$ cat src/sv/window_coefficient_generator_defines.svh
// ----------------------------------------------------------------------------
// Window coefficient generator assertion macros
// Immediate-implication and next-cycle-implication property wrappers.
// ----------------------------------------------------------------------------
`ifndef WINDOW_COEFFICIENT_GENERATOR_DEFINES_SVH
`define WINDOW_COEFFICIENT_GENERATOR_DEFINES_SVH

`ifndef SYNTHESIS
`define WCG_ASSERT_SAME(lbl, clk, rst_n, ante, cons, msg) \
	lbl: assert property (@(posedge clk) disable iff (!rst_n) (ante) |-> (cons)) \
		else $error(msg);
`define WCG_ASSERT_NEXT(lbl, clk, rst_n, ante, cons, msg) \
	lbl: assert property (@(posedge clk) disable iff (!rst_n) (ante) |=> (cons)) \
		else $error(msg);
`else
`define WCG_ASSERT_SAME(lbl, clk, rst_n, ante, cons, msg)
`define WCG_ASSERT_NEXT(lbl, clk, rst_n, ante, cons, msg)
`endif

`endif

$ cat src/sv/wcg_pkg.sv
// ----------------------------------------------------------------------------
// Window coefficient generator package
// Widths, window codes, fixed-point constants and the pipeline control word.
// ----------------------------------------------------------------------------
package wcg_pkg;

	localparam int IDX_W          = 12;
	localparam int LEN_W          = 13;
	localparam int MM1_W          = 12;
	localparam int TYPE_W         = 3;
	localparam int CFG_IDX_W      = 1;
	localparam int CFG_DATA_W     = 13;
	localparam int MAX_LENGTH     = 4096;
	localparam int COEF_FRAC_BITS = 16;
	localparam int COEF_W         = COEF_FRAC_BITS + 1;
	localparam int PH_W           = 32;
	localparam int BQ_W           = 31;
	localparam int CORDIC_STEPS   = 28;
	localparam int CW             = 33;
	localparam int PROD_W         = 65;
	localparam int WW             = 35;

	typedef enum logic [TYPE_W-1:0] {
		WIN_RECT     = 3'd0,
		WIN_HAMMING  = 3'd1,
		WIN_BARTLETT = 3'd2,
		WIN_BLACKMAN = 3'd3,
		WIN_HANN     = 3'd4
	} win_type_t;

	typedef enum logic [CFG_IDX_W-1:0] {
		REG_WINDOW_TYPE   = 1'b0,
		REG_WINDOW_LENGTH = 1'b1
	} cfg_reg_t;

	localparam logic signed [CW-1:0] CORDIC_GAIN = 33'sd652032874;
	localparam logic signed [31:0] K054 = 32'sd579820585;
	localparam logic signed [31:0] K046 = 32'sd493921239;
	localparam logic signed [31:0] K042 = 32'sd450971566;
	localparam logic signed [31:0] K008 = 32'sd85899346;
	localparam logic signed [31:0] K050 = 32'sd536870912;
	localparam logic signed [WW-1:0] ONE_Q30 = 35'sd1073741824;

	localparam logic [31:0] ATAN_TURNS [CORDIC_STEPS] = '{
		32'h20000000, 32'h12E4051E, 32'h09FB385B, 32'h051111D4, 32'h028B0D43,
		32'h0145D7E1, 32'h00A2F61E, 32'h00517C55, 32'h0028BE53, 32'h00145F2F,
		32'h000A2F98, 32'h000517CC, 32'h00028BE6, 32'h000145F3, 32'h0000A2FA,
		32'h0000517D, 32'h000028BE, 32'h0000145F, 32'h00000A30, 32'h00000518,
		32'h0000028C, 32'h00000146, 32'h000000A3, 32'h00000051, 32'h00000029,
		32'h00000014, 32'h0000000A, 32'h00000005
	};

	typedef struct packed {
		logic              valid;
		logic [TYPE_W-1:0] wtype;
		logic              oor;
		logic              unity;
	} ctrl_t;

endpackage

$ cat src/sv/wcg_combine.sv
// ----------------------------------------------------------------------------
// Window combiner
// Weight products, term sum per window type, clamp and output rounding.
// ----------------------------------------------------------------------------
module wcg_combine (
	input  logic                          clk,
	input  logic                          arst_n,
	input  logic                          en,
	input  logic signed [wcg_pkg::CW-1:0] cos1,
	input  logic signed [wcg_pkg::CW-1:0] cos2,
	input  logic [wcg_pkg::BQ_W-1:0]      bart,
	input  wcg_pkg::ctrl_t                ctrl_in,
	output logic [wcg_pkg::COEF_W-1:0]    coef,
	output wcg_pkg::ctrl_t                ctrl_out
);
	import wcg_pkg::*;

	localparam int SHIFT = 30 - COEF_FRAC_BITS;
	localparam logic signed [PROD_W-1:0] HALF_Q30 = 65'sd536870912;
	localparam logic [30:0] RND = 31'(1) << (SHIFT - 1);

	logic signed [31:0]     kmul;
	logic signed [31:0]     base;

	logic signed [PROD_W-1:0] m1_s1;
	logic signed [PROD_W-1:0] m2_s1;
	logic signed [31:0]       base_s1;
	logic [BQ_W-1:0]          bart_s1;
	ctrl_t                    c_s1;

	logic signed [PROD_W-1:0] r1;
	logic signed [PROD_W-1:0] r2;
	logic signed [WW-1:0]     w_s2;
	ctrl_t                    c_s2;

	logic [30:0]              clamped;
	logic [COEF_W-1:0]        coef_s3;
	ctrl_t                    c_s3;

	always_comb begin
		kmul = K050;
		base = K050;
		unique case (ctrl_in.wtype)
			WIN_HAMMING:  begin kmul = K046; base = K054; end
			WIN_BLACKMAN: begin kmul = K050; base = K042; end
			default:      begin kmul = K050; base = K050; end
		endcase
	end

	assign r1 = (m1_s1 + HALF_Q30) >>> 30;
	assign r2 = (m2_s1 + HALF_Q30) >>> 30;

	always_comb begin
		if (w_s2[WW-1]) begin
			clamped = '0;
		end else if (w_s2 > ONE_Q30) begin
			clamped = ONE_Q30[30:0];
		end else begin
			clamped = w_s2[30:0];
		end
	end

	always_ff @(posedge clk or negedge arst_n) begin
		if (!arst_n) begin
			c_s1 <= '0;
			c_s2 <= '0;
			c_s3 <= '0;
		end else if (en) begin
			c_s1 <= ctrl_in;
			c_s2 <= c_s1;
			c_s3 <= c_s2;
		end
	end

	always_ff @(posedge clk) begin
		if (en) begin
			m1_s1   <= kmul * cos1;
			m2_s1   <= K008 * cos2;
			base_s1 <= base;
			bart_s1 <= bart;

			if (c_s1.unity) begin
				w_s2 <= ONE_Q30;
			end else if (c_s1.wtype == WIN_BARTLETT) begin
				w_s2 <= WW'({1'b0, bart_s1});
			end else if (c_s1.wtype == WIN_BLACKMAN) begin
				w_s2 <= WW'(base_s1) - WW'(r1) + WW'(r2);
			end else begin
				w_s2 <= WW'(base_s1) - WW'(r1);
			end

			coef_s3 <= c_s2.oor ? '0 : COEF_W'((clamped + RND) >> SHIFT);
		end
	end

	assign coef     = coef_s3;
	assign ctrl_out = c_s3;

endmodule

$ cat config.mk
export PLATFORM = sky130hd
export DESIGN_NAME = wcg_combine
export DESIGN_NICKNAME = d
export VERILOG_FILES = /design/src/sv/window_coefficient_generator_defines.svh /design/src/sv/wcg_pkg.sv /design/src/sv/wcg_combine.sv
export SDC_FILE = /design/constraint.sdc
export NUM_CORES = 2
export LEC_CHECK = 0
export BUFFER_PORTS_ARGS = -buffer_cell sky130_fd_sc_hd__buf_4
export CELL_PAD_IN_SITES_DETAIL_PLACEMENT = 1
export CELL_PAD_IN_SITES_GLOBAL_PLACEMENT = 1
export CORE_MARGIN = 2
export CORE_UTILIZATION = 53
export CTS_CLUSTER_SIZE = 12
export DETAILED_ROUTE_END_ITERATION = 16
export PLACE_DENSITY = 0.95
export SETUP_SLACK_MARGIN = 0.05
export SYNTH_ARGS = -nofsm -noshare
export SYNTH_HDL_FRONTEND = slang
export SYNTH_SLANG_ARGS = --single-unit
$ cat constraint.sdc
create_clock -name clk -period 6.25 [get_ports clk]
set_input_delay 0.625 -clock clk [delete_from_list [all_inputs] [get_ports clk]]
set_output_delay 0.625 -clock clk [all_outputs]
set_load 0.05 [all_outputs]
==> flow_summary.ini, run 1 <==
[status]
status = aborted with a tool error
haltStage = 5_1_grt
firstError = [ERROR GRT-0116] Global routing finished with congestion. Check the congestion regions in the DRC Viewer.

[logic_synthesis]
syn_area_per_cell_um2 = 10.21
ys_seq_elements = 172
ys_warn_count = 0
async_reset_ff_share_pct = 10.47
ys_types = 77
synthCells = 4377
syn_area_mm2 = 0.04468
ys.flop_type = edfxtp_1
seq_area_frac_synth_pct = 11.36
synth_edf_count = 154

[grt]
grt_pass1_vias = 63842
grt_max_degree = 98
grt_util_all_layers_pct = 92.32
grt_pass1_wl_mm = 562.0
overflow = 3527

[floorplan]
rows = 106
start_util_pct = 53.47
die_h_um = 294.3
die_w_um = 294.3
ios = 129

[cts]
clockBufferDepth = 2
cts_sinks = 172
cts_root_buffer = clkbuf_16
numCtsBuffers = 17
htreeDepth = 4

[place]
place.port_buffers = 128
gp_congestion = 1.020
hpwl_mm = 189.1
[metrics by stage]
stage	cells	setup TNS [ps]	setup slack [ps]	cell area [um^2]
after detailed placement	6233	-129190	-2835	52180
after global placement	6233	-69750	-2016	52180
after floorplan	4407	-48090	-1949	45030
after CTS	6345	-64790	-1795	55920
[Yosys cell counts (9+ instances only)]
cell         n  area [um^2]
xor2_1      83        727.0
a21oi_1    159        795.8
edfxtp_1   154         4624
clkbuf_1    39        146.4
nor2_1     136        510.5
a21o_1      70        525.5
a31oi_1     14        87.58
nand2b_1    19        118.9
nand2_1    164        615.6
inv_1     1274         4782
o21ai_0     66        330.3
nor3_1      37        185.2
dfrtp_1     18        450.4
fa_1       890        17820
and3_1      28        175.2
o21a_1      26        195.2
nor4_1      10        62.56
and2_1      18        112.6
nor2b_1     27        168.9
xnor2_1    135         1182
o21bai_1    14        105.1
mux2_2      19        214.0
and4_1      13        113.9
mux2i_1     25        250.2
nand4_1     37        231.5
nand3_1     58        290.3
o211ai_1     9        67.56
ha_1       688         8608
a211oi_1    39        292.8
[repair_timing]
item                       in CTS
setup buffers                  83
setup endpoints to repair      85
hold buffers                    0
gates cloned                    1
gates resized for setup       560
pin swaps                     178
[kinds of logic after synthesis]
kind of cell	synth area share, %
compound gates	6.710
xor+xnor	4.273
fa+ha+maj	59.14
buf+inv	11.08
flops	11.36
mux	1.064
other cells	0.01681
simple gates	6.357
[routing by layer]
layer  GRT overflow  track usage (%)
met4            902            97.69
met3            167            80.30
met1            221            86.61
met2           2215            108.0
met5             22            68.12
==> inputs of run 2 (changes only) <==
==> config.mk (replaced) <==
export PLATFORM = sky130hd
export DESIGN_NAME = wcg_combine
export DESIGN_NICKNAME = d
export VERILOG_FILES = /design/src/sv/window_coefficient_generator_defines.svh /design/src/sv/wcg_pkg.sv /design/src/sv/wcg_combine.sv
export SDC_FILE = /design/constraint.sdc
export NUM_CORES = 2
export LEC_CHECK = 0
export BUFFER_PORTS_ARGS = -buffer_cell sky130_fd_sc_hd__buf_4
export CORE_MARGIN = 2
export CORE_UTILIZATION = 40
export DETAILED_ROUTE_END_ITERATION = 16
export PLACE_DENSITY_LB_ADDON = 0.15
export SYNTH_ARGS = -nofsm -noshare
export SYNTH_HDL_FRONTEND = slang
export SYNTH_SLANG_ARGS = --single-unit
==> flow_summary.ini, run 2 <==
[logic_synthesis]
synth.most_common_cell = inv_1
ys.flop_type = edfxtp_1
async_reset_ff_share_pct = 10.47
ys_warn_count = 0
yosys-top-cells-area = fa_1 40%, ha_1 19%, inv_1 11%, edfxtp_1 10%, xnor2_1 2.6%
synthAdderAreaFrac_pct = 59.14
syn_area_mm2 = 0.04468
yosys.area_share.simple_pct = 6.357
synthMuxAreaShare_pct = 1.064
yosys.area_share.xor_xnor_pct = 4.273
synth_top_family_by_area = adder cells
yosysTopAreaCell = fa_1
ys_types = 77
ys_top_cells_by_count = 1274 x inv_1, 890 x fa_1, 688 x ha_1
synth_compound_area_share_pct = 6.710
ys_seq_elements = 172
synth_top_area_share_pct = 39.88
synth_edf_count = 154
synthCells = 4377
syn_area_per_cell_um2 = 10.21
seq_area_frac_synth_pct = 11.36

[floorplan]
start_util_pct = 40.37
die_w_um = 338.2
rows = 122
die_area_mm2 = 0.1144
die_h_um = 338.2
ios = 129
core_area_mm2 = 0.1107

[timing]
slew_headroom_pct = 39.47
finalSetupTns_ps = -34540
final-max-slew-violation-count = 0
finalHoldViolCount = 0
post-route-period-util_pct = 119.7
period_needed_ps = 7484
tightest_slew_ps = 907.9
fin_skew_ps = 14.50
layout_setup_ws_ps = -1234
clock.fmax_ghz = 0.1336
rsz0062_at_grt = yes
final-setup-viol-count = 45

[detailed_routing]
wl_per_cell_um = 19.35
drc_errors = 0
vias = 32535
firstDrtPassIters = 5
drt_iter0_markers = 1748
viasPerCell = 4.818
antenna_left = 0
routed_wl_mm = 130.7

[setup_path]
max_stage_delay_ps = 610
rrSetupSlack_ps = 340
worstSetupStartpointType = primary input
r2r_end = w_s2[29]
arrival_ps = 7710
crit_type = in2reg
critPathMostFrequentCell = fa_1
crit_cells = 33
ff2ff_path_depth = 26
worst-path-max-fanout = 7
crit_required_ps = 6480
crit_path_end_kind = flop
path_delay_family = adder cells
critPathLaunch = ctrl_in[2]
reg2reg_from = m1_s1[32]
crit_buf_inv = 10
critical_path.slowest_cell = fa_2

[place]
place_area_mm2 = 0.05289
gp_congestion = 0.9449
place.port_buffers = 128
dp_cells = 6667
hpwl_mm = 118.3

[grt]
grt_pass1_wl_mm = 202.5
grt_max_degree = 99
antenna_found_initial = 0
grt_pass1_vias = 34374
grt_util_all_layers_pct = 23.22
overflow = 0

[layout]
synthToLayoutAreaGrowth_pct = 25.38
fin_nets = 6936
design_area_mm2 = 0.05602
final_cell_mix = 1195 x inv_1, 833 x fa_1, 805 x buf_4
layout_commonest_cell = inv_1
drive_gt1_share_pct = 24.48
diodes = 0
fill_cells = 10249
fin_util_pct = 50.62
stdcell_count = 6753
reg_top3 = m1_s1: 35 flops, w_s2: 35 flops, m2_s1: 32 flops

[status]
status = complete, but fails checks
violations = negative setup slack

[hold_path]
whs_path_depth = 1
hp-class = in2reg
hp-start = bart[29]
min_to = bart_s1[29]

[cts]
clock_latency_ps = 470
path_clk_slew_ps = 80
cts_sinks = 172
cts_tree = yes
numCtsBuffers = 17
htreeDepth = 4
clockBufferDepth = 2
cts_root_buffer = clkbuf_16

[job]
drv_cap = 0
## run 2: final cells by class
cell class                      instances  area, um^2  share of cell area [%]
Timing Repair Buffer                  867        6853                   12.23
Clock inverter                         15       153.9                  0.2747
Clock buffer                           17       425.4                  0.7594
Inverter                             1275        4852                   8.661
Multi-Input combinational cell       2917       36750                   65.61
Timing Repair inverter                  2       46.29                 0.08264
Tap cell                             1488        1862                   3.323
Sequential cell                       172        5075                   9.059
## run 2: worst register-to-register path: stages (launching register included)
cell and delay [ps]:
edfxtp_1 440, nand4_1 170, or2_2 390, nor3_1 210
nand4_1 140, xor2_1 170, ha_1 350, nand4_1 160
buf_4 140, nor3_1 40, mux2_2 270, a21oi_1 270
o21bai_1 220, a21o_1 200, a21boi_1 90, nor2_1 260
ha_1 360, a21o_1 190, a21oi_1 190, o22ai_1 110
a211o_1 320, o21ai_2 170, nand2b_1 70, a21oi_1 170
xnor2_1 140, mux2i_1 140, a221oi_2 360
## run 2: cell families (layout without fill, tap and decap cells)
group | Yosys count | count (layout)
compound gates | 464 | 464
mux | 45 | 45
flops | 172 | 172
xor+xnor | 218 | 218
buf+inv | 1318 | 2176
fa+ha+maj | 1578 | 1578
simple gates | 580 | 580
other cells | 2 | 32
## run 2: per-stage QoR
step	setup slack, ps	hold WS, ps
6_report	-1234	321.0
5_1_grt	-1450	296.0
4_1_cts	-1155	285.4
3_5_place_dp	-2296	487.9
3_3_place_gp	-2258	484.1
2_1_floorplan	-1949	329.4
## run 2: worst max path at each step
stage                endpoint
floorplan           m1_s1[63]
global placement    m1_s1[56]
detailed placement  m1_s1[63]
CTS                 m1_s1[63]
global route        m1_s1[63]
finish              m1_s1[62]
## run 2: routing by layer
| metal | global-route usage, % | part of all wire, % | vias to the layer above |
|---|---|---|---|
| met5 | 0 | 0 | - |
| met4 | 3.627 | 1.7 | 0 |
| met3 | 2.308 | 4.5 | 87 |
| met2 | 36.46 | 45 | 613 |
| met1 | 35.23 | 49 | 16437 |
| li1 | - | - | 15398 |
## run 2: what timing repair did
| item | CTS | global route |
|---|---|---|
| buffers inserted | 30 | 34 |
| gates cloned | 2 | 0 |
| endpoints found under the hold margin | 18 | 0 |
| resized for setup | 287 | 175 |
| hold buffers | 1 | 0 |
| setup endpoints to repair | 54 | 63 |
| pin swaps | 148 | 117 |
Power of run 2 is not shown: default switching activity piles up to over one toggle a cycle in this logic, so the estimate is an artifact.
