**config.mk**
```make
export PLATFORM = sky130hd
export DESIGN_NAME = wcg_phase_div
export DESIGN_NICKNAME = d
export VERILOG_FILES = /design/src/sv/window_coefficient_generator_defines.svh /design/src/sv/wcg_pkg.sv /design/src/sv/wcg_phase_div.sv
export SDC_FILE = /design/constraint.sdc
export NUM_CORES = 2
export LEC_CHECK = 0
export BUFFER_PORTS_ARGS = -buffer_cell sky130_fd_sc_hd__buf_4
export CAP_MARGIN = 25
export CORE_MARGIN = 3
export CORE_UTILIZATION = 38
export CTS_BUF_LIST = sky130_fd_sc_hd__clkbuf_8
export DETAILED_ROUTE_END_ITERATION = 12
export SYNTH_ARGS = -nofsm -noshare
export SYNTH_HDL_FRONTEND = slang
export SYNTH_SLANG_ARGS = --single-unit
```
**constraint.sdc**
```tcl
create_clock -name clk -period 6.1 [get_ports clk]
set_input_delay 0.61 -clock clk [delete_from_list [all_inputs] [get_ports clk]]
set_output_delay 0.61 -clock clk [all_outputs]
set_load 0.02 [all_outputs]
```
**src/sv/window_coefficient_generator_defines.svh**
```systemverilog
// ----------------------------------------------------------------------------
// Window coefficient generator assertion macros
// Immediate-implication and next-cycle-implication property wrappers.
// ----------------------------------------------------------------------------
`ifndef WINDOW_COEFFICIENT_GENERATOR_DEFINES_SVH
`define WINDOW_COEFFICIENT_GENERATOR_DEFINES_SVH

`ifndef SYNTHESIS
`define WCG_ASSERT_SAME(lbl, clk, rst_n, ante, cons, msg) \
	lbl: assert property (@(posedge clk) disable iff (!rst_n) (ante) |-> (cons)) \
		else $error(msg);
`define WCG_ASSERT_NEXT(lbl, clk, rst_n, ante, cons, msg) \
	lbl: assert property (@(posedge clk) disable iff (!rst_n) (ante) |=> (cons)) \
		else $error(msg);
`else
`define WCG_ASSERT_SAME(lbl, clk, rst_n, ante, cons, msg)
`define WCG_ASSERT_NEXT(lbl, clk, rst_n, ante, cons, msg)
`endif

`endif

```
**src/sv/wcg_pkg.sv**
```systemverilog
// ----------------------------------------------------------------------------
// Window coefficient generator package
// Widths, window codes, fixed-point constants and the pipeline control word.
// ----------------------------------------------------------------------------
package wcg_pkg;

	localparam int IDX_W          = 12;
	localparam int LEN_W          = 13;
	localparam int MM1_W          = 12;
	localparam int TYPE_W         = 3;
	localparam int CFG_IDX_W      = 1;
	localparam int CFG_DATA_W     = 13;
	localparam int MAX_LENGTH     = 4096;
	localparam int COEF_FRAC_BITS = 16;
	localparam int COEF_W         = COEF_FRAC_BITS + 1;
	localparam int PH_W           = 32;
	localparam int BQ_W           = 31;
	localparam int CORDIC_STEPS   = 28;
	localparam int CW             = 33;
	localparam int PROD_W         = 65;
	localparam int WW             = 35;

	typedef enum logic [TYPE_W-1:0] {
		WIN_RECT     = 3'd0,
		WIN_HAMMING  = 3'd1,
		WIN_BARTLETT = 3'd2,
		WIN_BLACKMAN = 3'd3,
		WIN_HANN     = 3'd4
	} win_type_t;

	typedef enum logic [CFG_IDX_W-1:0] {
		REG_WINDOW_TYPE   = 1'b0,
		REG_WINDOW_LENGTH = 1'b1
	} cfg_reg_t;

	localparam logic signed [CW-1:0] CORDIC_GAIN = 33'sd652032874;
	localparam logic signed [31:0] K054 = 32'sd579820585;
	localparam logic signed [31:0] K046 = 32'sd493921239;
	localparam logic signed [31:0] K042 = 32'sd450971566;
	localparam logic signed [31:0] K008 = 32'sd85899346;
	localparam logic signed [31:0] K050 = 32'sd536870912;
	localparam logic signed [WW-1:0] ONE_Q30 = 35'sd1073741824;

	localparam logic [31:0] ATAN_TURNS [CORDIC_STEPS] = '{
		32'h20000000, 32'h12E4051E, 32'h09FB385B, 32'h051111D4, 32'h028B0D43,
		32'h0145D7E1, 32'h00A2F61E, 32'h00517C55, 32'h0028BE53, 32'h00145F2F,
		32'h000A2F98, 32'h000517CC, 32'h00028BE6, 32'h000145F3, 32'h0000A2FA,
		32'h0000517D, 32'h000028BE, 32'h0000145F, 32'h00000A30, 32'h00000518,
		32'h0000028C, 32'h00000146, 32'h000000A3, 32'h00000051, 32'h00000029,
		32'h00000014, 32'h0000000A, 32'h00000005
	};

	typedef struct packed {
		logic              valid;
		logic [TYPE_W-1:0] wtype;
		logic              oor;
		logic              unity;
	} ctrl_t;

endpackage

```
**src/sv/wcg_phase_div.sv**
```systemverilog
// ----------------------------------------------------------------------------
// Phase and triangle divider
// Restoring division, one quotient bit per stage, for n/(M-1) and the
// triangle weight, run side by side.
// ----------------------------------------------------------------------------
module wcg_phase_div (
	input  logic                      clk,
	input  logic                      arst_n,
	input  logic                      en,
	input  logic [wcg_pkg::IDX_W-1:0] n,
	input  logic [wcg_pkg::MM1_W-1:0] mm1,
	input  wcg_pkg::ctrl_t            ctrl_in,
	output logic [wcg_pkg::PH_W-1:0]  phase,
	output logic [wcg_pkg::BQ_W-1:0]  bart,
	output wcg_pkg::ctrl_t            ctrl_out
);
	import wcg_pkg::*;

	localparam int STEPS = PH_W;
	localparam int BSTEPS = BQ_W - 1;

	logic [MM1_W-1:0] rp_s [STEPS+1];
	logic [PH_W-1:0]  qp_s [STEPS+1];
	logic [MM1_W-1:0] rb_s [STEPS+1];
	logic [BQ_W-1:0]  qb_s [STEPS+1];
	ctrl_t            c_s  [STEPS+1];

	logic [MM1_W+1:0] diff;
	logic [MM1_W+1:0] absd;
	logic [MM1_W+1:0] num;
	logic [MM1_W-1:0] num_lo;
	logic [BSTEPS-1:0] half;

	// triangle numerator: (M-1) - |2n - (M-1)|
	assign diff   = {1'b0, n, 1'b0} - {2'b00, mm1};
	assign absd   = diff[MM1_W+1] ? (~diff + 1'b1) : diff;
	assign num    = {2'b00, mm1} - absd;
	assign num_lo = num[MM1_W-1:0];
	assign half   = BSTEPS'(mm1 >> 1);

	always_ff @(posedge clk or negedge arst_n) begin
		if (!arst_n) begin
			c_s[0] <= '0;
		end else if (en) begin
			c_s[0] <= ctrl_in;
		end
	end

	always_ff @(posedge clk) begin
		if (en) begin
			rp_s[0] <= (n == mm1) ? '0 : n;
			qp_s[0] <= '0;
			rb_s[0] <= (num_lo == mm1) ? '0 : num_lo;
			qb_s[0] <= {(num_lo == mm1), {(BQ_W-1){1'b0}}};
		end
	end

	for (genvar k = 0; k < STEPS; k++) begin : g_step
		logic [MM1_W:0] tp;
		logic           gp;

		assign tp = {rp_s[k], 1'b0};
		assign gp = (tp >= {1'b0, mm1});

		always_ff @(posedge clk or negedge arst_n) begin
			if (!arst_n) begin
				c_s[k+1] <= '0;
			end else if (en) begin
				c_s[k+1] <= c_s[k];
			end
		end

		always_ff @(posedge clk) begin
			if (en) begin
				rp_s[k+1] <= gp ? MM1_W'(tp - {1'b0, mm1}) : tp[MM1_W-1:0];
				qp_s[k+1] <= qp_s[k] | (PH_W'(gp) << (PH_W-1-k));
			end
		end

		if (k < BSTEPS) begin : g_bart
			logic [MM1_W:0] tb;
			logic           gb;

			assign tb = {rb_s[k], half[BSTEPS-1-k]};
			assign gb = (tb >= {1'b0, mm1});

			always_ff @(posedge clk) begin
				if (en) begin
					rb_s[k+1] <= gb ? MM1_W'(tb - {1'b0, mm1}) : tb[MM1_W-1:0];
					qb_s[k+1] <= qb_s[k] | (BQ_W'(gb) << (BSTEPS-1-k));
				end
			end
		end else begin : g_hold
			always_ff @(posedge clk) begin
				if (en) begin
					rb_s[k+1] <= rb_s[k];
					qb_s[k+1] <= qb_s[k];
				end
			end
		end
	end

	assign phase    = qp_s[STEPS];
	assign bart     = qb_s[STEPS];
	assign ctrl_out = c_s[STEPS];

endmodule

```
After elaboration in Yosys (flattened, before gate mapping)
Memories as Yosys holds them, arrays and structs flattened.
Index checks and enable logic that the tools add are counted.
{"block": "word_totals", "word_cells": 395, "input_bits": 33, "mem_bits_rw": 2871, "reg_bits": 198, "memories": 4, "output_inout_bits": 69}
{"block": "op_classes", "n_bitwise": 63, "add_sub_neg": 65, "eq_ne": 2, "order_cmp": 62, "n_mux": 67}
{"memory": "qp_s", "depth": 33, "word_bits": 32, "rd": 33, "rd_clocked_by_memory_dff": 0, "wr": 33, "line_no": "wcg_phase_div.sv:23", "source": "logic [PH_W-1:0] qp_s [STEPS+1];"}
{"memory": "qb_s", "depth": 33, "word_bits": 31, "rd": 33, "rd_clocked_by_memory_dff": 0, "wr": 33, "line_no": "wcg_phase_div.sv:25", "source": "logic [BQ_W-1:0] qb_s [STEPS+1];"}
{"memory": "rb_s", "depth": 33, "word_bits": 12, "rd": 32, "rd_clocked_by_memory_dff": 0, "wr": 33, "line_no": "wcg_phase_div.sv:24", "source": "logic [MM1_W-1:0] rb_s [STEPS+1];"}
{"memory": "rp_s", "depth": 33, "word_bits": 12, "rd": 32, "rd_clocked_by_memory_dff": 0, "wr": 33, "line_no": "wcg_phase_div.sv:22", "source": "logic [MM1_W-1:0] rp_s [STEPS+1];"}
{"cell": "$ge 13x12->1", "count": 62}
{"cell": "$mux 12", "count": 65}
{"cell": "$sub 12x12->12", "count": 63}
{"cell": "$or 32x1->32", "count": 1}
{"cell": "$or 32x10->32", "count": 1}
{"cell": "$or 32x11->32", "count": 1}
{"cell": "$or 32x12->32", "count": 1}
{"cell": "$or 32x13->32", "count": 1}
{"cell": "$or 32x14->32", "count": 1}
{"cell": "$or 32x15->32", "count": 1}
{"cell": "$or 32x16->32", "count": 1}
{"cell": "$or 32x17->32", "count": 1}
{"cell": "$or 32x18->32", "count": 1}
{"cell": "$or 32x19->32", "count": 1}
{"cell": "$or 32x2->32", "count": 1}
{"cell": "$or 32x20->32", "count": 1}
{"cell": "$or 32x21->32", "count": 1}
{"cell": "$or 32x22->32", "count": 1}
{"cell": "$or 32x23->32", "count": 1}
{"cell": "$or 32x24->32", "count": 1}
{"cell": "$or 32x25->32", "count": 1}
{"cell": "$or 32x26->32", "count": 1}
{"cell": "$or 32x27->32", "count": 1}
{"cell": "$or 32x28->32", "count": 1}
{"cell": "46 further kinds", "count": 48}

Logic depth before layout (Yosys ltp)
{"block": "depth", "word_depth": 7, "mapped_depth": 23, "depth_no_buf": 21}

Least setup slack after synthesis
Ideal clock, no wire load.
{"block": "synth_timing", "path_kind": "in2reg", "from": "input port mm1[1] (netlist bit)", "to": "memory rb_s[0][10] (data pin)", "path_buffers": 2, "arrival_time_ps": 6811, "path_slack_ps": -978, "path_stages": 23, "required_time_ps": 5833, "setup_ps": 267, "cell_sequence": "inv_1 > ha_1 > nor2b_1 > o31a_1 > o41a_1 > o41a_1 > a31o_1 > a211o_1 > clkbuf_1 > nor2_1 > xor2_1 > ha_1 > nor2b_1 > o31a_1 > a21oi_1 > a211o_1 > o21ai_0 > a21oi_1 > xor2_1 > o2111ai_1 > a2111oi_4 > buf_4 > nor2_1"}
{"item": "start, declared", "line_no": "wcg_phase_div.sv:11", "source": "input logic [wcg_pkg::MM1_W-1:0] mm1,"}
{"item": "end, declared", "line_no": "wcg_phase_div.sv:24"}

==> results.md <==
Yosys:
- The synthesized design contains 2,027 register bits.
- Yosys mapped a number of flops with a built-in enable equal to 1,829.
- Yosys printed 0 warnings.
- The number of nets in the synthesized netlist is 8,780.
- The most used flip-flop cell after synthesis is sky130_fd_sc_hd__edfxtp_1.
- The portion of synthesized cell area occupied by the leading cell type is 54.7%.
- After synthesis, the netlist uses 61 different library cells.
- Of all flip-flops after synthesis, the portion carrying an async set or reset was 9.77%.
- The synthesized area per cell is 12.7 um2.
- Sorting the synthesized cells by area gives the leading types as sky130_fd_sc_hd__edfxtp_1 (55%), sky130_fd_sc_hd__ha_1 (9.6%), sky130_fd_sc_hd__dfrtp_1 (4.9%).
- For this run, the register share of the synthesized area comes to 59.7%.
- sky130_fd_sc_hd__edfxtp_1 takes more of the synthesized area than any other cell.
- Ranked by instance count, the synthesized netlist is headed by sky130_fd_sc_hd__edfxtp_1 (1,829), sky130_fd_sc_hd__nand2_1 (842), sky130_fd_sc_hd__ha_1 (766).
- The most common cell in the synthesized netlist is sky130_fd_sc_hd__edfxtp_1.
- The cell count after synthesis is 7,921.
- The synthesized cell area is 100,000 um2.

Power and ir drop:
- The portion of total power attributed to sequential cells is 40.1%.
- The relative contribution of combinational cells to total power is 39.4%.
- IR analysis of the VDD net gives a maximum drop of 0.000273 V.
- The analysis attributes to cell leakage a power of 44.5 nW.
- Of the total power, the share spent switching nets is 35.5%.
- Cell internal power was estimated by the tool at 36.8 mW.
- The power density relative to cell area is 503 nW/um2.
- For this design the total switching power over the nets is 20.2 mW.
- The proportion of power drawn by the clock network is 20.5%.

Finish:
- The final cell utilization of the core is 43.1%.
- The ratio of cells with drive above 1 in the final layout is 11.7%.
- For this run, the post-layout net count is 9,244.
- For this run, the number of standard cells in the final layout without fillers is 12.2k.
- The footprint of the flip-flops and latches is 59,900 um2.
- The area used by multi-input combinational logic is 38,700 um2.
- The synthesis-to-finish area growth is 12.9%.
- After filler insertion, the fill cell instance count of the layout stands at 24.0k.

Floorplan:
- The core area is 263,000 um2.
- In this run the horizontal extent of the chip is 520 um.
- The height of the chip is 520 um.
- During I/O placement, the number of pins put on the boundary was 102.
- The number of rows in the core area is 188.
- Once the floorplan was initialized, standard cells occupied 38.2% of the core.
- The area of the die is 270,000 um2.

CTS:
- Once the clock tree was built, the setup fixing pass inserted 0 buffers.
- After clock tree synthesis, the clock-pin slew on the worst setup and hold paths is 50 ps.
- CTS placed an instance of sky130_fd_sc_hd__clkbuf_8 at the clock tree root.
- The insertion delay to the later sink of the worst-skew pair is 1090 ps.
- The total clock buffers created by CTS is 369.
- CTS saw 2,027 sinks.
- TritonCTS built the clock tree.
- The H-tree level count is 5.
- The longest clock path from root to sink contains 4 buffers.

STA:
- The count of final max-slew check failures was 0.
- Derived from the worst setup path, the maximum achievable clock frequency is 0.185 GHz.
- Dividing the final minimum period by the clock period gives 88.5%.
- Final hold analysis gives a worst-case slack of 163 ps.
- The worst setup margin is 700 ps.
- The slew at the pin closest to its max-slew limit is 1110 ps.
- Setup violations remaining at the end of the flow were counted as 0.
- The minimum clock period is 5400 ps.
- Setup repair after global routing left no endpoint under its margin.
- The number of endpoints with negative hold slack in the final report is 0.
- Measured against its own limit, the worst slew margin works out to 26.0%.
- Across the routed clock network, the largest skew measured is 109 ps.

Route:
- The detailed router placed 62.8k vias in this run.
- Summed over all layers, the routed wires come to 206 mm.
- In this run, the number of DRC markers left after iteration 0 of detailed routing was 4,024.
- After detailed routing, the average wire length per cell comes to 17.0 um.
- The number of DRC violations after detailed routing is 0.
- Dividing the detail-routed via count by the number of cells gives 5.16.
- For this run, the detailed router's first-pass iteration total came to 6.
- The remaining antenna violation count is 0.

Setup path:
- Along the worst path, the maximum fanout reaches 12.
- STA classifies the critical path endpoint as a register.
- The category of the critical setup timing path is in -> reg.
- Data on the critical path arrives at its endpoint at 6150 ps.
- STA puts the critical path data required time at 6850 ps.
- The worst setup path is launched from an input pin.

Global routing:
- The wire length of the first global-routing pass is 331 mm.
- After global routing the overflow that remains totals 0.
- Entering global routing, the biggest net connects 202 pins.
- The initial antenna violation count is 2.
- The via count of the first global-routing pass was 64.1k.
- Global routing consumed, over all layers together, 15.0% of the routing resources.

Placement:
- The count of buffers inserted at the top-level ports is 101.
- The final weighted congestion of routability-driven global placement is 0.858.
- The estimated wirelength of the detail-placed design is 127 mm.
- The total instance count after detailed placement is 11.5k.
- The worst setup slack before clock tree synthesis is 94.2 ps.

Min path:
- The class of the tightest hold or removal check is in -> reg.

Flow run:
- The number of max-cap violations is 0.

Status:
- The flow ran to the end, and the final reports show no timing, DRC or antenna violations.
[metrics by stage]
stage | power, mW | cell area [um2] | setup TNS [ps]
after floorplan | 39.4 | 100000 | -3420
after global placement | 44.7 | 106000 | 0
after detailed placement | 45.4 | 106000 | 0
after CTS | 57.6 | 113000 | 0
after global routing | 61.6 | 113000 | 0
final | 57.0 | 113000 | 0
[timing repair]
action | 4_1_cts | 5_1_grt
hold buffers | 25 | 0
hold endpoints to repair | 94 | 0
resized for setup | 0 | 0
[worst max-delay path, stage by stage]
cell	delay, ps
sky130_fd_sc_hd__dlygate4sd3_1	530
sky130_fd_sc_hd__buf_4	150
sky130_fd_sc_hd__ha_4	220
sky130_fd_sc_hd__nor2b_4	130
sky130_fd_sc_hd__o31a_1	280
sky130_fd_sc_hd__o41a_1	360
sky130_fd_sc_hd__o41a_1	420
sky130_fd_sc_hd__a31o_1	190
sky130_fd_sc_hd__a211o_1	390
sky130_fd_sc_hd__nor2_4	130
sky130_fd_sc_hd__xor2_1	170
sky130_fd_sc_hd__ha_1	290
sky130_fd_sc_hd__nor2b_4	150
sky130_fd_sc_hd__o31a_1	360
sky130_fd_sc_hd__a21oi_2	240
sky130_fd_sc_hd__a211o_1	210
sky130_fd_sc_hd__o21ai_1	70
sky130_fd_sc_hd__a21oi_1	160
sky130_fd_sc_hd__xor2_1	380
sky130_fd_sc_hd__o2111ai_2	200
sky130_fd_sc_hd__a2111oi_4	210
sky130_fd_sc_hd__buf_4	240
sky130_fd_sc_hd__nor2_1	60
[state kept, by name (all words and copies together) (netlist names)]
name and cells:
c_s 192, ctrl_out 6, qb_s 558, qp_s 528, rb_s 359, rp_s 384
[area by class of cell]
| class | instances | share of cell area (%) |
|---|---|---|
| sequential | 2027 | 52.9 |
| tap | 3515 | 3.88 |
| clock inverter | 256 | 1.16 |
| timing repair buffer | 252 | 1.98 |
| antenna | 2 | 0.00442 |
| inverter | 372 | 1.26 |
| multi-input combinational | 5363 | 34.2 |
| clock buffer | 384 | 4.67 |
[path summary, 6_finish.rpt]
check                        startpoint      endpoint  slack, ps  cells after the start
max                                n[0]   rb_s[0][10]        700                     23
min                                  en   rb_s[0][80]        160                      1
max reg2reg                rb_s[0][336]  rb_s[0][351]       2490                     12
min reg2reg                qb_s[13][23]  qb_s[14][23]        370                      0
max in group asynchronous        arst_n      c_s[113]       4370                      4
min in group asynchronous        arst_n      c_s[184]        580                      3
[layer usage]
metal	routed length, um	GRT usage, %
met3	10200	3.07
met2	96600	24.8
met1	93600	19.5
met5	0	0
met4	5910	5.18
[power groups by stage]
stage / registers (mW) / clock network (mW) / logic (mW)
after floorplan: 22.2 / 0 / 17.2
after global placement: 23.0 / 0 / 21.6
after detailed placement: 23.1 / 0 / 22.3
after CTS: 22.9 / 12.3 / 22.5
after global routing: 23.3 / 12.9 / 25.5
final: 22.9 / 11.7 / 22.4
[cell usage in the layout (no fill, tap or decap), types with 24 or more instances in the layout]
master,Yosys,routed
sky130_fd_sc_hd__o21a_1,210,210
sky130_fd_sc_hd__dfrtp_1,198,198
sky130_fd_sc_hd__o31ai_1,205,205
sky130_fd_sc_hd__o21ai_1,2,32
sky130_fd_sc_hd__nand3_1,69,69
sky130_fd_sc_hd__buf_4,8,204
sky130_fd_sc_hd__xor2_1,195,195
sky130_fd_sc_hd__o31a_1,55,55
sky130_fd_sc_hd__fa_1,60,60
sky130_fd_sc_hd__inv_1,371,467
sky130_fd_sc_hd__a21boi_1,25,25
sky130_fd_sc_hd__a21boi_0,29,29
sky130_fd_sc_hd__mux2_2,248,248
sky130_fd_sc_hd__o21bai_1,76,76
sky130_fd_sc_hd__nor3_1,211,211
sky130_fd_sc_hd__o21ai_0,631,601
sky130_fd_sc_hd__and3_1,36,36
sky130_fd_sc_hd__nand2_1,842,842
sky130_fd_sc_hd__nor2b_1,179,177
sky130_fd_sc_hd__ha_1,766,764
sky130_fd_sc_hd__a211oi_1,63,63
sky130_fd_sc_hd__edfxtp_1,1829,1829
sky130_fd_sc_hd__nand2b_1,70,70
sky130_fd_sc_hd__xnor2_1,211,211
sky130_fd_sc_hd__o41ai_2,0,29
sky130_fd_sc_hd__clkbuf_8,0,385
sky130_fd_sc_hd__clkinv_2,0,42
sky130_fd_sc_hd__a21oi_1,234,232
sky130_fd_sc_hd__nor4_1,42,42
sky130_fd_sc_hd__dlygate4sd3_1,0,24
sky130_fd_sc_hd__or2_2,36,36
sky130_fd_sc_hd__nand4_1,137,137
sky130_fd_sc_hd__nor2_1,374,373
sky130_fd_sc_hd__clkinv_1,0,85
sky130_fd_sc_hd__a21o_1,222,222
[logic make-up after synthesis]
logic type / count (synthesis) / synth area share (%)
AND/OR/NAND/NOR: 2044 / 9.41
flip-flops: 2027 / 59.7
AO/OA/AOI/OAI: 1823 / 11.6
adder cells (fa/ha/maj): 826 / 10.8
buffers and inverters: 531 / 2.02
XOR/XNOR: 407 / 3.57
multiplexers: 263 / 2.93
Note: power is estimated with default switching activity, not from simulation.
